$ cat config.mk
export PLATFORM = sky130hd
export DESIGN_NAME = ssc_regs
export DESIGN_NICKNAME = d
export VERILOG_FILES = /design/src/hw/rtl/ssc_pkg.sv /design/src/hw/rtl/ssc_regs.sv
export SDC_FILE = /design/constraint.sdc
export NUM_CORES = 1
export LEC_CHECK = 0
export ABC_AREA = 1
export BUFFER_PORTS_ARGS = -buffer_cell sky130_fd_sc_hd__buf_4
export CAP_MARGIN = 20
export CORE_MARGIN = 2
export CORE_UTILIZATION = 45
export DETAILED_ROUTE_END_ITERATION = 7
export PLACE_DENSITY = 0.76
export SLEW_MARGIN = 40
export SYNTH_ARGS = -nofsm -noshare
export SYNTH_HDL_FRONTEND = slang
export SYNTH_SLANG_ARGS = --single-unit
$ cat constraint.sdc
create_clock -name clk -period 1.3 [get_ports clk]
set_input_delay 0.13 -clock clk [delete_from_list [all_inputs] [get_ports clk]]
set_output_delay 0.13 -clock clk [all_outputs]
set_load 0.05 [all_outputs]
$ cat src/hw/rtl/ssc_pkg.sv
// Shared types and constants of the sine sweep (chirp) generator.
// Register map codes, configuration and sample tag structs, sine table builder.
// Depends on nothing; every other file of the block imports it.
`default_nettype none

package ssc_pkg;

	localparam int unsigned STEP_W     = 48;
	localparam int unsigned COUNT_W    = 32;
	localparam int unsigned AMP_W      = 15;
	localparam int unsigned RATIO_FRAC = 46;
	localparam int unsigned REG_IDX_W  = 3;
	localparam int unsigned APB_ADDR_W = 6;
	localparam int unsigned APB_DATA_W = 64;

	// Full-scale amplitude doubles as the divisor of the amplitude scaling.
	localparam logic [AMP_W-1:0]  AMP_FULL  = 15'h7FFF;
	localparam logic [AMP_W-1:0]  AMP_HALF  = 15'h3FFF;
	localparam logic [STEP_W-1:0] RATIO_ONE = 48'h4000_0000_0000;

	// pi in Q30 and one in Q30
	localparam longint unsigned PI_Q30  = 64'd3373259426;
	localparam longint          Q30_ONE = 64'sd1073741824;

	typedef enum logic [REG_IDX_W-1:0] {
		REG_SWEEP_MODE    = 3'd0,
		REG_START_STEP    = 3'd1,
		REG_STEP_DELTA    = 3'd2,
		REG_SWEEP_RATIO   = 3'd3,
		REG_START_FREQ    = 3'd4,
		REG_FREQ_DELTA    = 3'd5,
		REG_AMPLITUDE     = 3'd6,
		REG_TOTAL_SAMPLES = 3'd7
	} reg_idx_t;

	typedef struct packed {
		logic               mode;
		logic [STEP_W-1:0]  start_step;
		logic [STEP_W-1:0]  step_delta;
		logic [STEP_W-1:0]  ratio;
		logic [STEP_W-1:0]  start_freq;
		logic [STEP_W-1:0]  freq_delta;
		logic [AMP_W-1:0]   amplitude;
		logic [COUNT_W-1:0] total;
	} cfg_t;

	// Per-sample fields that ride alongside the sine path
	typedef struct packed {
		logic [STEP_W-1:0]  frequency;
		logic [COUNT_W-1:0] number;
		logic               last;
	} tag_t;

	// Quarter-wave entry: Taylor series to the 11th power in Q30, each term
	// truncated, clamped to [0, 1], then scaled to the peak rounding half up.
	function automatic longint unsigned sine_entry(input longint unsigned x,
			input longint unsigned peak);
		longint unsigned x2;
		longint unsigned term;
		longint          sum;
		x2   = (x * x) >> 30;
		term = x;
		sum  = $signed(x);
		term = ((term * x2) >> 30) / 6;
		sum  = sum - $signed(term);
		term = ((term * x2) >> 30) / 20;
		sum  = sum + $signed(term);
		term = ((term * x2) >> 30) / 42;
		sum  = sum - $signed(term);
		term = ((term * x2) >> 30) / 72;
		sum  = sum + $signed(term);
		term = ((term * x2) >> 30) / 110;
		sum  = sum - $signed(term);
		if (sum < 0) begin
			sum = 0;
		end
		if (sum > Q30_ONE) begin
			sum = Q30_ONE;
		end
		return ($unsigned(sum) * peak + (64'd1 << 29)) >> 30;
	endfunction

endpackage

`default_nettype wire

$ cat src/hw/rtl/ssc_regs.sv
// Configuration register file of the sine sweep generator, APB-style port.
// Depends on ssc_pkg for the register map and the cfg_t struct.
`default_nettype none

module ssc_regs
	import ssc_pkg::*;
(
	input  logic                  clk,
	input  logic                  arst_n,
	input  logic                  psel,
	input  logic                  penable,
	input  logic                  pwrite,
	input  logic [APB_ADDR_W-1:0] paddr,
	input  logic [APB_DATA_W-1:0] pwdata,
	output logic [APB_DATA_W-1:0] prdata,
	output logic                  pready,
	output cfg_t                  cfg
);

	logic               mode_q;
	logic [STEP_W-1:0]  start_step_q;
	logic [STEP_W-1:0]  step_delta_q;
	logic [STEP_W-1:0]  ratio_q;
	logic [STEP_W-1:0]  start_freq_q;
	logic [STEP_W-1:0]  freq_delta_q;
	logic [AMP_W-1:0]   amplitude_q;
	logic [COUNT_W-1:0] total_q;
	logic               wr_en;
	reg_idx_t           idx;

	assign pready = 1'b1;
	assign wr_en  = psel & penable & pwrite;
	assign idx    = reg_idx_t'(paddr[APB_ADDR_W-1 -: REG_IDX_W]);

	always_ff @(posedge clk or negedge arst_n) begin
		if (!arst_n) begin
			mode_q       <= 1'b1;
			start_step_q <= '0;
			step_delta_q <= '0;
			ratio_q      <= RATIO_ONE;
			start_freq_q <= '0;
			freq_delta_q <= '0;
			amplitude_q  <= AMP_FULL;
			total_q      <= '0;
		end else if (wr_en) begin
			case (idx)
				REG_SWEEP_MODE:    mode_q       <= pwdata[0];
				REG_START_STEP:    start_step_q <= pwdata[STEP_W-1:0];
				REG_STEP_DELTA:    step_delta_q <= pwdata[STEP_W-1:0];
				REG_SWEEP_RATIO:   ratio_q      <= pwdata[STEP_W-1:0];
				REG_START_FREQ:    start_freq_q <= pwdata[STEP_W-1:0];
				REG_FREQ_DELTA:    freq_delta_q <= pwdata[STEP_W-1:0];
				REG_AMPLITUDE:     amplitude_q  <= pwdata[AMP_W-1:0];
				REG_TOTAL_SAMPLES: total_q      <= pwdata[COUNT_W-1:0];
				default: begin
				end
			endcase
		end
	end

	always_comb begin
		case (idx)
			REG_SWEEP_MODE:    prdata = APB_DATA_W'(mode_q);
			REG_START_STEP:    prdata = APB_DATA_W'(start_step_q);
			REG_STEP_DELTA:    prdata = APB_DATA_W'(step_delta_q);
			REG_SWEEP_RATIO:   prdata = APB_DATA_W'(ratio_q);
			REG_START_FREQ:    prdata = APB_DATA_W'(start_freq_q);
			REG_FREQ_DELTA:    prdata = APB_DATA_W'(freq_delta_q);
			REG_AMPLITUDE:     prdata = APB_DATA_W'(amplitude_q);
			REG_TOTAL_SAMPLES: prdata = APB_DATA_W'(total_q);
			default:           prdata = '0;
		endcase
	end

	assign cfg = '{
		mode:       mode_q,
		start_step: start_step_q,
		step_delta: step_delta_q,
		ratio:      ratio_q,
		start_freq: start_freq_q,
		freq_delta: freq_delta_q,
		amplitude:  amplitude_q,
		total:      total_q
	};

endmodule

`default_nettype wire

==> results by group, run 1 <==
STA
  • Fmax: 556 MHz
  • Final setup viols: ~180
  • Slew Limit Fails: 0
  • Final clock skew: 0 ps
  • Unrepaired setup endpoints after global routing: yes
  • Period minus WS final: roughly 1800 ps
  • Period utilization: 138%
  • Endpoints failing hold: 0
  • Hold_ws: about 84 ps
  • Worst setup margin: -500 ps
  • Setup total negative slack: -28460 ps

Finish
  • Fill count: roughly 1600
  • Multi-input logic area: ~5000 µm²
  • Layout cells sized above 1: between 40 and 50%
  • Storage cell area: 7350 µm²
  • Layout overhead on the synthesized area: 71.5%
  • Final net count: 2302

Yosys
  • Multiplexer area fraction after synthesis: 0%
  • Most used DFF post-synth: dfrtp_1
  • XOR/XNOR Fraction of Synth Area: 0%
  • Yosys reg bits: between 200 and 300
  • Sequential fraction of the synthesis area: 55.2%
  • Adder-cell share of the synthesized area: 0%
  • Commonest cells in the netlist: nand2_1, dfrtp_1, nor2_1
  • Synth top area share: approximately half
  • Post-synth EDFFs: 0
  • Synthesized area: 13100 µm²
  • Leading area contributor after synthesis: dfrtp_1
  • Asr flop ratio synth: 100%
  • Area contributors post-synth: dfrtp_1, nand2_1, o21ai_0
  • Synth Area in Compound Gates: between 10 and 15%
  • Largest family of logic cells by synthesized area: simple AND/OR/NAND/NOR gates
  • Post-Syn Instances: 1611
  • Syn avg cell area: a little over 8 µm²
  • Simple logic cell fraction of the synthesized area: between 20% and 30%
  • Top-count cell post-synth: nand2_1
  • Yosys warns: 0
  • Distinct cells, synth: 22

Clock network
  • CTS tree: built
  • Clock buffer depth: 3
  • CTS buffer count: 30
  • Clock sinks: 288
  • Clock Latency Late Sink: roughly 560 ps
  • H-tree levels: 1
  • Clock transition at path regs: roughly 70 ps
  • Clk root buf: clkbuf_16

Place
  • Gpl congestion: between 0.9 and 1
  • Place WS: -241 ps
  • Hpwl dp: roughly 33 mm
  • Port-buffer cells: 391

Critical path
  • Reg-to-Reg Start: freq_delta_q[23]
  • Max stage delay on crit path: between 500 and 600 ps
  • Crit Path Category: reg -> out
  • Critical Path End Type: output port
  • Worst-path fanout max: 2
  • Setup crit start kind: flip-flop
  • CP arrival: between 1500 and 2000 ps
  • Worst path slowest cell: dfstp_2
  • Crit-path cells: nand4_1 -> o21ai_1 -> nor2_1 -> nand2_2 -> buf_8
  • Worst Path Required: about 1200 ps
  • Worst setup path start: amplitude_q[6]

GRT
  • Initial antenna violation count: 1
  • Largest net degree at the start of global routing: between 50 and 60
  • Number of global-route vias before repair: between 10000 and 15000
  • GRT Util Overall: between 30% and 40%
  • GR Overflow Total: 0
  • Global-route wire length before repair: roughly 82 mm

Drt
  • Wire length per cell: around 22 µm
  • ANT nets after route: 0
  • DRC: 0
  • Vias per cell: about 5.7
  • Via count: ~15000
  • Initial drt markers: around 1500
  • Total Wirelength: 58.5 mm
  • First-pass DRT Iterations: 7

Run
  • Max-cap violations: 0

Die
  • Die Y: roughly 170 µm
  • Die X: ~170 µm
  • CORE AREA: 28700 µm²
  • Std cell rows: 62
  • Die area: 30500 µm²
  • Io pins: 428
  • Starting Density: around 46%

Pwr
  • Leak pwr: between 10 and 15 nW
  • P per Cell Area: between 1500 and 2000 nW/µm²
  • NetSw: 18.2 mW
  • Worst vdd ir: roughly 0.0014 V
  • Pint: between 20 and 30 mW
  • Seq pwr share: a little under a third
  • Comb pwr share: between 40 and 50%
  • PnR Total Power: roughly 43 mW
  • Switching Fraction: 42.1%
  • Clk pwr share: 22.3%

Hold path
  • Tightest Hold Check Type: in -> async

Outcome
  • Failing checks: negative setup slack
  • Outcome: complete, but fails checks
cell families after synthesis:
group                  after synthesis
and+or+nand+nor                    639
other                                2
buffers and inverters              309
AOI/OAI and AO/OA                  373
DFF                                288
routing by layer:
| metal | track usage [%] | up-vias | wire length [µm] |
|---|---|---|---|
| met2 | 57.4 | 1242 | 28400 |
| met1 | 40.7 | 7135 | 19800 |
| met3 | 6.61 | 355 | 5700 |
| met5 | 0 | - | 0 |
| li1 | - | 6360 | - |
| met4 | 21.2 | 0 | 4600 |
final timing paths:
kind	endpoint	slack, ps	cells past startpoint
max in group asynchronous	amplitude_q[10]	570	3
worst max register to register	freq_delta_q[23]	50	8
worst min-delay path	total_q[29]	80	2
worst max-delay path	prdata[6]	-500	5
worst min register to register	start_step_q[16]	520	2
min in group clk	mode_q	150	5
layout make-up:
class,count,share of cell area (%)
Multi-Input combinational cell,1029,22.1
Tap cell,384,2.14
Inverter,188,3.19
Timing Repair Buffer,690,35.0
Antenna cell,1,0.0111
Clock inverter,12,0.947
Sequential cell,288,32.7
Clock buffer,44,3.98
critical path, delay by kind of cell (launching register included):
| kind | cells | cell delay [ps] |
|---|---|---|
| buf+inv | 1 | 150 |
| compound gates | 1 | 110 |
| flops | 1 | 570 |
| simple gates | 3 | 280 |
flip-flops by register name, summed over array words and instances, names as in the netlist:
register      count
ratio_q          48
mode_q            1
total_q          32
step_delta_q     48
amplitude_q      15
freq_delta_q     48
start_step_q     48
start_freq_q     48
power by group through the flow:
stage,clock (mW),sequential (mW),combinational [mW]
3_3_place_gp,0,12.8,14.6
4_1_cts,9.62,12.7,18.8
6_report,9.65,13.0,20.6
5_1_grt,10.0,13.1,21.3
2_1_floorplan,0,18.9,3.54
3_5_place_dp,0,12.8,14.8
repair_timing:
item | CTS | global route
hold buffers | 49 | 0
pin swaps | 83 | 58
setup endpoints to repair | 250 | 270
gates resized for setup | 533 | 246
endpoints found under the hold margin | 558 | 0
buffers inserted | 117 | 102
cloned | 0 | 0
cell usage in the layout, fill, tap and decap left out, drive strengths merged:
cell         synthesis  final
dfrtp              271    271
or2                  2      2
dlygate4sd3          0     49
nor2               198    198
clkinv               0      5
nand3b              24     24
buf                 72    641
diode                0      1
inv                188    188
o21ai              285    285
a21oi               88     88
nand2              316    316
nand3               57     57
dfstp               17     17
conb                 2     17
clkinvlp             0      1
bufinv               0      6
clkbuf              49     44
nand4               42     42
per-stage QoR:
stage	utilization (%)	area, µm²	std cells
6_report	78.3	22500	2636
5_1_grt	78.3	22500	2636
2_1_floorplan	-	13400	1626
3_5_place_dp	59.6	17100	2358
4_1_cts	74.6	21400	2580
3_3_place_gp	59.6	17100	2358
No activity file was read; power rests on OpenSTA's default activity.
==> run 2, diff against run 1 <==
- CORE_MARGIN: 2 -> 3
- CORE_UTILIZATION: 45 -> 51
- PLACE_DENSITY: 0.76 -> 0.84
==> run 2 against run 1 <==
  * Design area decreased by 1.2%
  * First-iteration DRC count increased by 46%
  * Via count increased by 6.4%
  * Register-to-register slack got worse by 310 ps
  * Sequential cell count unchanged
  * Setup slack got worse by 120 ps
  * Die area decreased by 9.3%
  * Fmax decreased by 6.4%
  * The flow still finishes with violations (negative setup slack)
  * Count of clock-buffer cells in the layout increased by 8
  * Critical path depth unchanged
  * Wire length increased by 12%
  * Critical path type unchanged
==> results by group, run 2 (synthesized netlist as in run 1, its figures left out) <==
GRT
  • Number of global-route vias before repair: 15400 (+4.7%)
  • Largest net degree at the start of global routing: 59 (+3.5%)
  • GRT Util Overall: 39.1% (+4.9 points)
  • Global-route wire length before repair: 86.7 mm (+6.0%)
  • GR Overflow Total: 0 (unchanged)
  • Initial antenna violation count: 2 (+1)

Critical path
  • CP arrival: 1790 ps (+120 ps)
  • Worst-path fanout max: 2 (unchanged)
  • Worst-case reg-to-reg path depth: 9 (+1)
  • CP Buf/Inv Count: 2 (+1)
  • Max stage delay on crit path: 410 ps (-160 ps)
  • Crit Path Category: reg -> out
  • Worst Path Required: 1170 ps (about the same)
  • Critical Path End Type: output port
  • Worst path slowest cell: dfrtp_1
  • Crit-path cells: inv_1 -> o21ai_0 -> nor2_1 -> nand2_2 -> buf_8
  • Crit-path leading delay family: flip-flops
  • Total stage count of the critical path: 5 (unchanged)
  • Setup crit start kind: flip-flop

STA
  • Slew Limit Fails: 0 (unchanged)
  • Unrepaired setup endpoints after global routing: yes
  • Period minus WS final: 1920 ps (+124 ps)
  • Worst-Margin Slew: between 500 and 600 ps
  • Final clock skew: 0 ps (unchanged)
  • Setup total negative slack: -31990 ps (-3530 ps)
  • Period utilization: 148% (+9.5 points)
  • Endpoints failing hold: 0 (unchanged)
  • Hold_ws: 107 ps (+23.0 ps)
  • Worst slew margin: between 60% and 70%
  • Final setup viols: 203 (+15%)
  • Fmax: 520 MHz (-6.4%)
  • Worst setup margin: -624 ps (-124 ps)

Clock network
  • Clk root buf: clkbuf_16
  • CTS buffer count: 30 (unchanged)
  • Clock transition at path regs: 70 ps (about the same)
  • Clock Latency Late Sink: 550 ps (about the same)
  • Clock sinks: 288 (unchanged)
  • Clock buffer depth: 3 (unchanged)
  • CTS tree: built
  • H-tree levels: 1 (unchanged)

Finish
  • Final net count: 2296 (-0.26%)
  • Layout cells sized above 1: 41.9% (-0.29 points)
  • Layout overhead on the synthesized area: 69.5%
  • Post-layout instance area: 22200 µm² (-1.2%)
  • Fill count: 1023 (-37%)
  • Most frequent cells in the layout: nand2_1, buf_6, buf_4
  • Most common cell after layout, fill and taps aside: nand2_1

Pwr
  • NetSw: 18.8 mW (+3.5%)
  • Leak pwr: 10.7 nW (-0.96%)
  • Pint: 23.7 mW (-5.2%)
  • Clk pwr share: 20.1% (-2.2 points)
  • Comb pwr share: 49.2% (+1.5 points)
  • Switching Fraction: 44.2% (+2.2 points)
  • Seq pwr share: 30.7% (+0.7 points)
  • Worst vdd ir: 0.00153 V (+8.1%)
  • P per Cell Area: 1920 nW/µm² (-0.39%)

Outcome
  • Failing checks: negative setup slack
  • Outcome: complete, but fails checks

Die
  • CORE AREA: 25200 µm² (-12%)
  • Die area: 27600 µm² (-9.3%)
  • Std cell rows: 58 (-6.5%)
  • Die Y: 166 µm (-4.8%)
  • Io pins: 428 (unchanged)
  • Starting Density: 52.0% (+6.4 points)
  • Die X: 166 µm (-4.8%)

Drt
  • ANT nets after route: 0 (unchanged)
  • DRC: 0 (unchanged)
  • Total Wirelength: 65.8 mm (+12%)
  • Vias per cell: 6.23 (+8.8%)
  • Via count: 16100 (+6.4%)
  • Wire length per cell: 25.5 µm (+15%)
  • First-pass DRT Iterations: 7 (unchanged)
  • Initial drt markers: 2177 (+46%)

Hold path
  • Tightest Hold Check Type: in -> async

Place
  • Hpwl dp: 32.2 mm (-1.4%)
  • Placed inst area: 17100 µm² (+0.19%)
  • Gpl congestion: 0.887 (-1.4%)
  • Port-buffer cells: 391 (unchanged)
  • Place WS: -161 ps (+80.0 ps)

Run
  • Max-cap violations: 0 (unchanged)
==> run 2: changes by cell type in the layout (fill, tap and decap cells not counted), sizes merged <==
cell      before  now
clkinv         5    4
clkinvlp       1    0
buf          641  635
clkbuf        44   52
bufinv         6    0
diode          1    3
==> run 2: worst paths after layout <==
path / from / to / slack [ps]
min in group clk: pwdata[20] / freq_delta_q[20] / 340
setup reg to reg: freq_delta_q[17] / freq_delta_q[17] / -260
hold / removal: arst_n / start_step_q[32] / 110
max in group asynchronous: arst_n / amplitude_q[10] / 490
setup / recovery: freq_delta_q[4] / prdata[4] / -620
hold reg to reg: step_delta_q[14] / step_delta_q[14] / 510
==> run 2: routing by layer <==
metal,GRT usage [%],share of wire [%],up-vias
met1,46.3,31,7449
li1,-,-,6331
met5,0,0,-
met2,65.7,47,1713
met3,7.55,12,570
met4,24.9,10,0
==> run 2: worst register-to-register path, stage by stage, from the launching register on <==
cell	delay, ps
dfrtp_1	420
inv_2	80
buf_4	140
buf_6	110
buf_6	110
buf_6	100
buf_6	100
buf_6	100
buf_6	100
o21ai_2	190
==> run 2: metrics by stage <==
| step | utilization [%] | std cells | power, mW |
|---|---|---|---|
| after floorplan | - | 1626 | 22.5 |
| after global placement | 68.1 | 2304 | 27.4 |
| after detailed placement | 68.1 | 2304 | 27.7 |
| after CTS | 82.9 | 2519 | 39.2 |
| after global routing | 88.1 | 2577 | 43.6 |
| final | 88.1 | 2578 | 42.6 |
==> run 2: layout make-up <==
cell class	count	area, µm²	share of cell area [%]
tap	330	413	1.86
antenna	3	7.51	0.0338
clock inverter	4	20.0	0.0902
timing repair buffer	684	7820	35.2
multi-input combinational	1029	4960	22.4
inverter	188	716	3.22
clock buffer	52	915	4.12
sequential	288	7340	33.1
==> run 2: timing repair <==
action                                  CTS  global route
hold buffers                             49             0
gates resized for setup                 446           314
endpoints found under the setup margin  166           265
buffers inserted                        110            99
pin swaps                               100            46
endpoints found under the hold margin   552             0
gates cloned                              0             0
==> run 2: power by group through the flow <==
stage               clock network [mW]  logic [mW]  registers [mW]
CTS                               8.25        18.4            12.5
finish                            8.55        20.9            13.1
global route                      8.81        21.5            13.2
global placement                     0        14.7            12.7
detailed placement                   0        14.9            12.8
floorplan                            0        3.54            18.9
==> run 3, diff against run 2 <==
- BUFFER_PORTS_ARGS: -buffer_cell sky130_fd_sc_hd__buf_4 -> unset
- CORE_AREA: unset -> 3 3 166 168
- CORE_MARGIN: 3 -> unset
- CORE_UTILIZATION: 51 -> unset
- DIE_AREA: unset -> 0 0 169 171
- DONT_BUFFER_PORTS: unset -> 1
- PLACE_DENSITY: 0.84 -> 0.69
- REMOVE_ABC_BUFFERS: unset -> 1
==> run 3 against run 2 <==
  * The run ends with negative hold slack, negative setup slack left
  * Largest cell class is now flip-flops and latches
  * Die area grew 4.6%
  * Global-route usage shrank 7.5 points
  * Largest power group unchanged
  * Critical path type unchanged
  * Combinational power shrank 12%
  * Cell count shrank 7.8%
  * Critical endpoint is now prdata[8]
  * Highest routed layer unchanged
==> results by group, run 3 (synthesized netlist as in run 1, its figures left out) <==
Outcome
  • Outcome: complete, but fails checks
  • Failing checks: negative hold slack, negative setup slack

Clock network
  • H-tree levels: 1 (unchanged)
  • CTS tree: built
  • Clk root buf: clkbuf_16
  • Clock transition at path regs: 60 ps (about the same)
  • Clock sinks: 288 (unchanged)
  • Clock buffer depth: 3 (unchanged)
  • CTS buffer count: 31 (+3.3%)
  • Hold_buf cts: 50 (+2.0%)
  • Clock Latency Late Sink: 560 ps (about the same)

STA
  • Hold_ws: -722 ps (-829 ps)
  • Final clock skew: 0 ps (unchanged)
  • Endpoints failing hold: 288 (+288)
  • Worst slew margin: 23.4% (-42 points)
  • Worst setup margin: -490 ps (+134 ps)
  • Fmax: 559 MHz (+7.5%)
  • Final setup viols: 111 (-45%)
  • Unrepaired setup endpoints after global routing: yes
  • Setup total negative slack: -22560 ps (+9420 ps)
  • Period utilization: 138% (-10 points)
  • Worst-Margin Slew: 1150 ps (+628 ps)
  • Slew Limit Fails: 0 (unchanged)
  • Period minus WS final: 1790 ps (-134 ps)

Critical path
  • CP Buf/Inv Count: 1 (-1)
  • R2R setup slack: 190 ps (+450 ps)
  • Worst-case reg-to-reg path depth: 5 (-4)
  • Worst-path fanout max: 2 (unchanged)
  • Worst Path Required: 1170 ps (about the same)
  • Worst path slowest cell: dfstp_2
  • Crit-path cells: nand4_1 -> o21ai_1 -> nor2_1 -> nand2_1 -> buf_12
  • Crit Path Category: reg -> out
  • Setup crit start kind: flip-flop
  • R2r endpoint: start_freq_q[35]
  • Reg-to-Reg Start: start_freq_q[35]
  • Max stage delay on crit path: 550 ps (+140 ps)
  • CP arrival: 1660 ps (-130 ps)
  • Critical Path End Type: output port
  • Crit-path leading delay family: flip-flops

Drt
  • DRC: 0 (unchanged)
  • ANT nets after route: 0 (unchanged)
  • Via count: 13600 (-15%)
  • First-pass DRT Iterations: 6 (-1)
  • Vias per cell: 5.74 (-8.0%)
  • Wire length per cell: 21.9 µm (-14%)
  • Initial drt markers: 1289 (-41%)
  • Total Wirelength: 51.9 mm (-21%)

Finish
  • Fill count: 1572 (+54%)
  • Most frequent cells in the layout: nand2_1, dfrtp_1, nor2_1
  • Final net count: 2092 (-8.9%)
  • Most common cell after layout, fill and taps aside: nand2_1
  • Layout overhead on the synthesized area: 52.2%
  • Layout cells sized above 1: 27.3% (-15 points)
  • Final cell count without fillers: 2376 (-7.8%)
  • Post-layout instance area: 19900 µm² (-10%)
  • Final core utilization: 76.5% (-12 points)
  • Antenna diode count: 0 (-3)

Pwr
  • PnR Total Power: 39.6 mW (-7.1%)
  • Leak pwr: 9.68 nW (-9.4%)
  • Worst vdd ir: 0.00150 V (-2.0%)
  • P per Cell Area: 1980 nW/µm² (+3.4%)

Run
  • Max-cap violations: 0 (unchanged)

Place
  • Hpwl dp: 29.6 mm (-8.2%)
  • Placed inst area: 16700 µm² (-2.6%)
  • Port-buffer cells: 0 (-100%)
  • Place WS: -35.4 ps (+126 ps)
  • Gpl congestion: 0.870 (-2.0%)
  • Dpl cells: 2213 (-3.9%)

GRT
  • GR Overflow Total: 0 (unchanged)
  • Initial antenna violation count: 0 (-2)
  • Global-route wire length before repair: 72.4 mm (-16%)
  • GRT Util Overall: 31.6% (-7.5 points)
  • Largest net degree at the start of global routing: 289 (+390%)
  • Number of global-route vias before repair: 13300 (-14%)

Die
  • CORE AREA: 26100 µm² (+3.5%)
  • Die Y: 171 µm (+2.9%)
  • Io pins: 428 (unchanged)
  • Die X: 169 µm (+1.7%)
  • Die area: 28900 µm² (+4.6%)
  • Starting Density: 50.3% (-1.8 points)
  • Std cell rows: 59 (+1.7%)

Hold path
  • Tightest Hold Check Type: in -> async
-- run 3: cell types whose count changed in the layout (fill, tap and decap cells not counted), sizes merged --
cell,before,now
clkinv,4,5
diode,3,0
clkbuf,52,48
buf,635,429
dlygate4sd3,49,50
clkinvlp,0,3
bufinv,0,1
-- run 3: layer usage --
metal,wire length (µm),vias to the layer above,track usage (%)
li1,-,5967,-
met1,17700,6456,37.2
met2,25400,919,54.1
met3,5490,285,8.06
met4,3350,0,15.5
met5,0,-,0
-- run 3: power by group --
group	switching (mW)	leakage, nW	total [mW]	internal (mW)
clock network	3.72	0.502	8.91	5.19
registers	1.34	3.57	12.2	10.9
logic	11.9	5.61	18.4	6.49
total	17.0	9.68	39.6	22.6
-- run 3: worst max-delay path by stage --
stage,endpoint,start,slack (ps),cells after the start
2_1_floorplan,start_freq_q[0],paddr[4],-2140,4
3_3_place_gp,prdata[19],paddr[5],-4,9
3_5_place_dp,freq_delta_q[15],paddr[4],-40,7
4_1_cts,prdata[8],amplitude_q[8],-460,5
5_1_grt,prdata[8],amplitude_q[8],-570,5
6_report,prdata[8],amplitude_q[8],-490,5
-- run 3: worst reg2reg max path, stage by stage, from the launching register on --
cell and delay, ps:
dfrtp_1 400, buf_6 120, buf_6 110, buf_12 140, nor2_1 140, a21oi_1 80
-- run 3: layout make-up --
cell class | instances | area [µm²] | share of cell area [%]
multi-input combinational | 1029 | 4750 | 23.8
sequential | 288 | 7230 | 36.3
timing repair buffer | 479 | 5800 | 29.1
tap | 335 | 419 | 2.10
clock inverter | 9 | 77.6 | 0.389
inverter | 188 | 706 | 3.54
clock buffer | 48 | 950 | 4.76
-- run 3: repair_timing --
item | in CTS | in global routing
endpoints found under the setup margin | 92 | 181
setup buffers | 30 | 38
hold endpoints to repair | 576 | 288
pin swaps | 80 | 59
gates resized for setup | 138 | 259
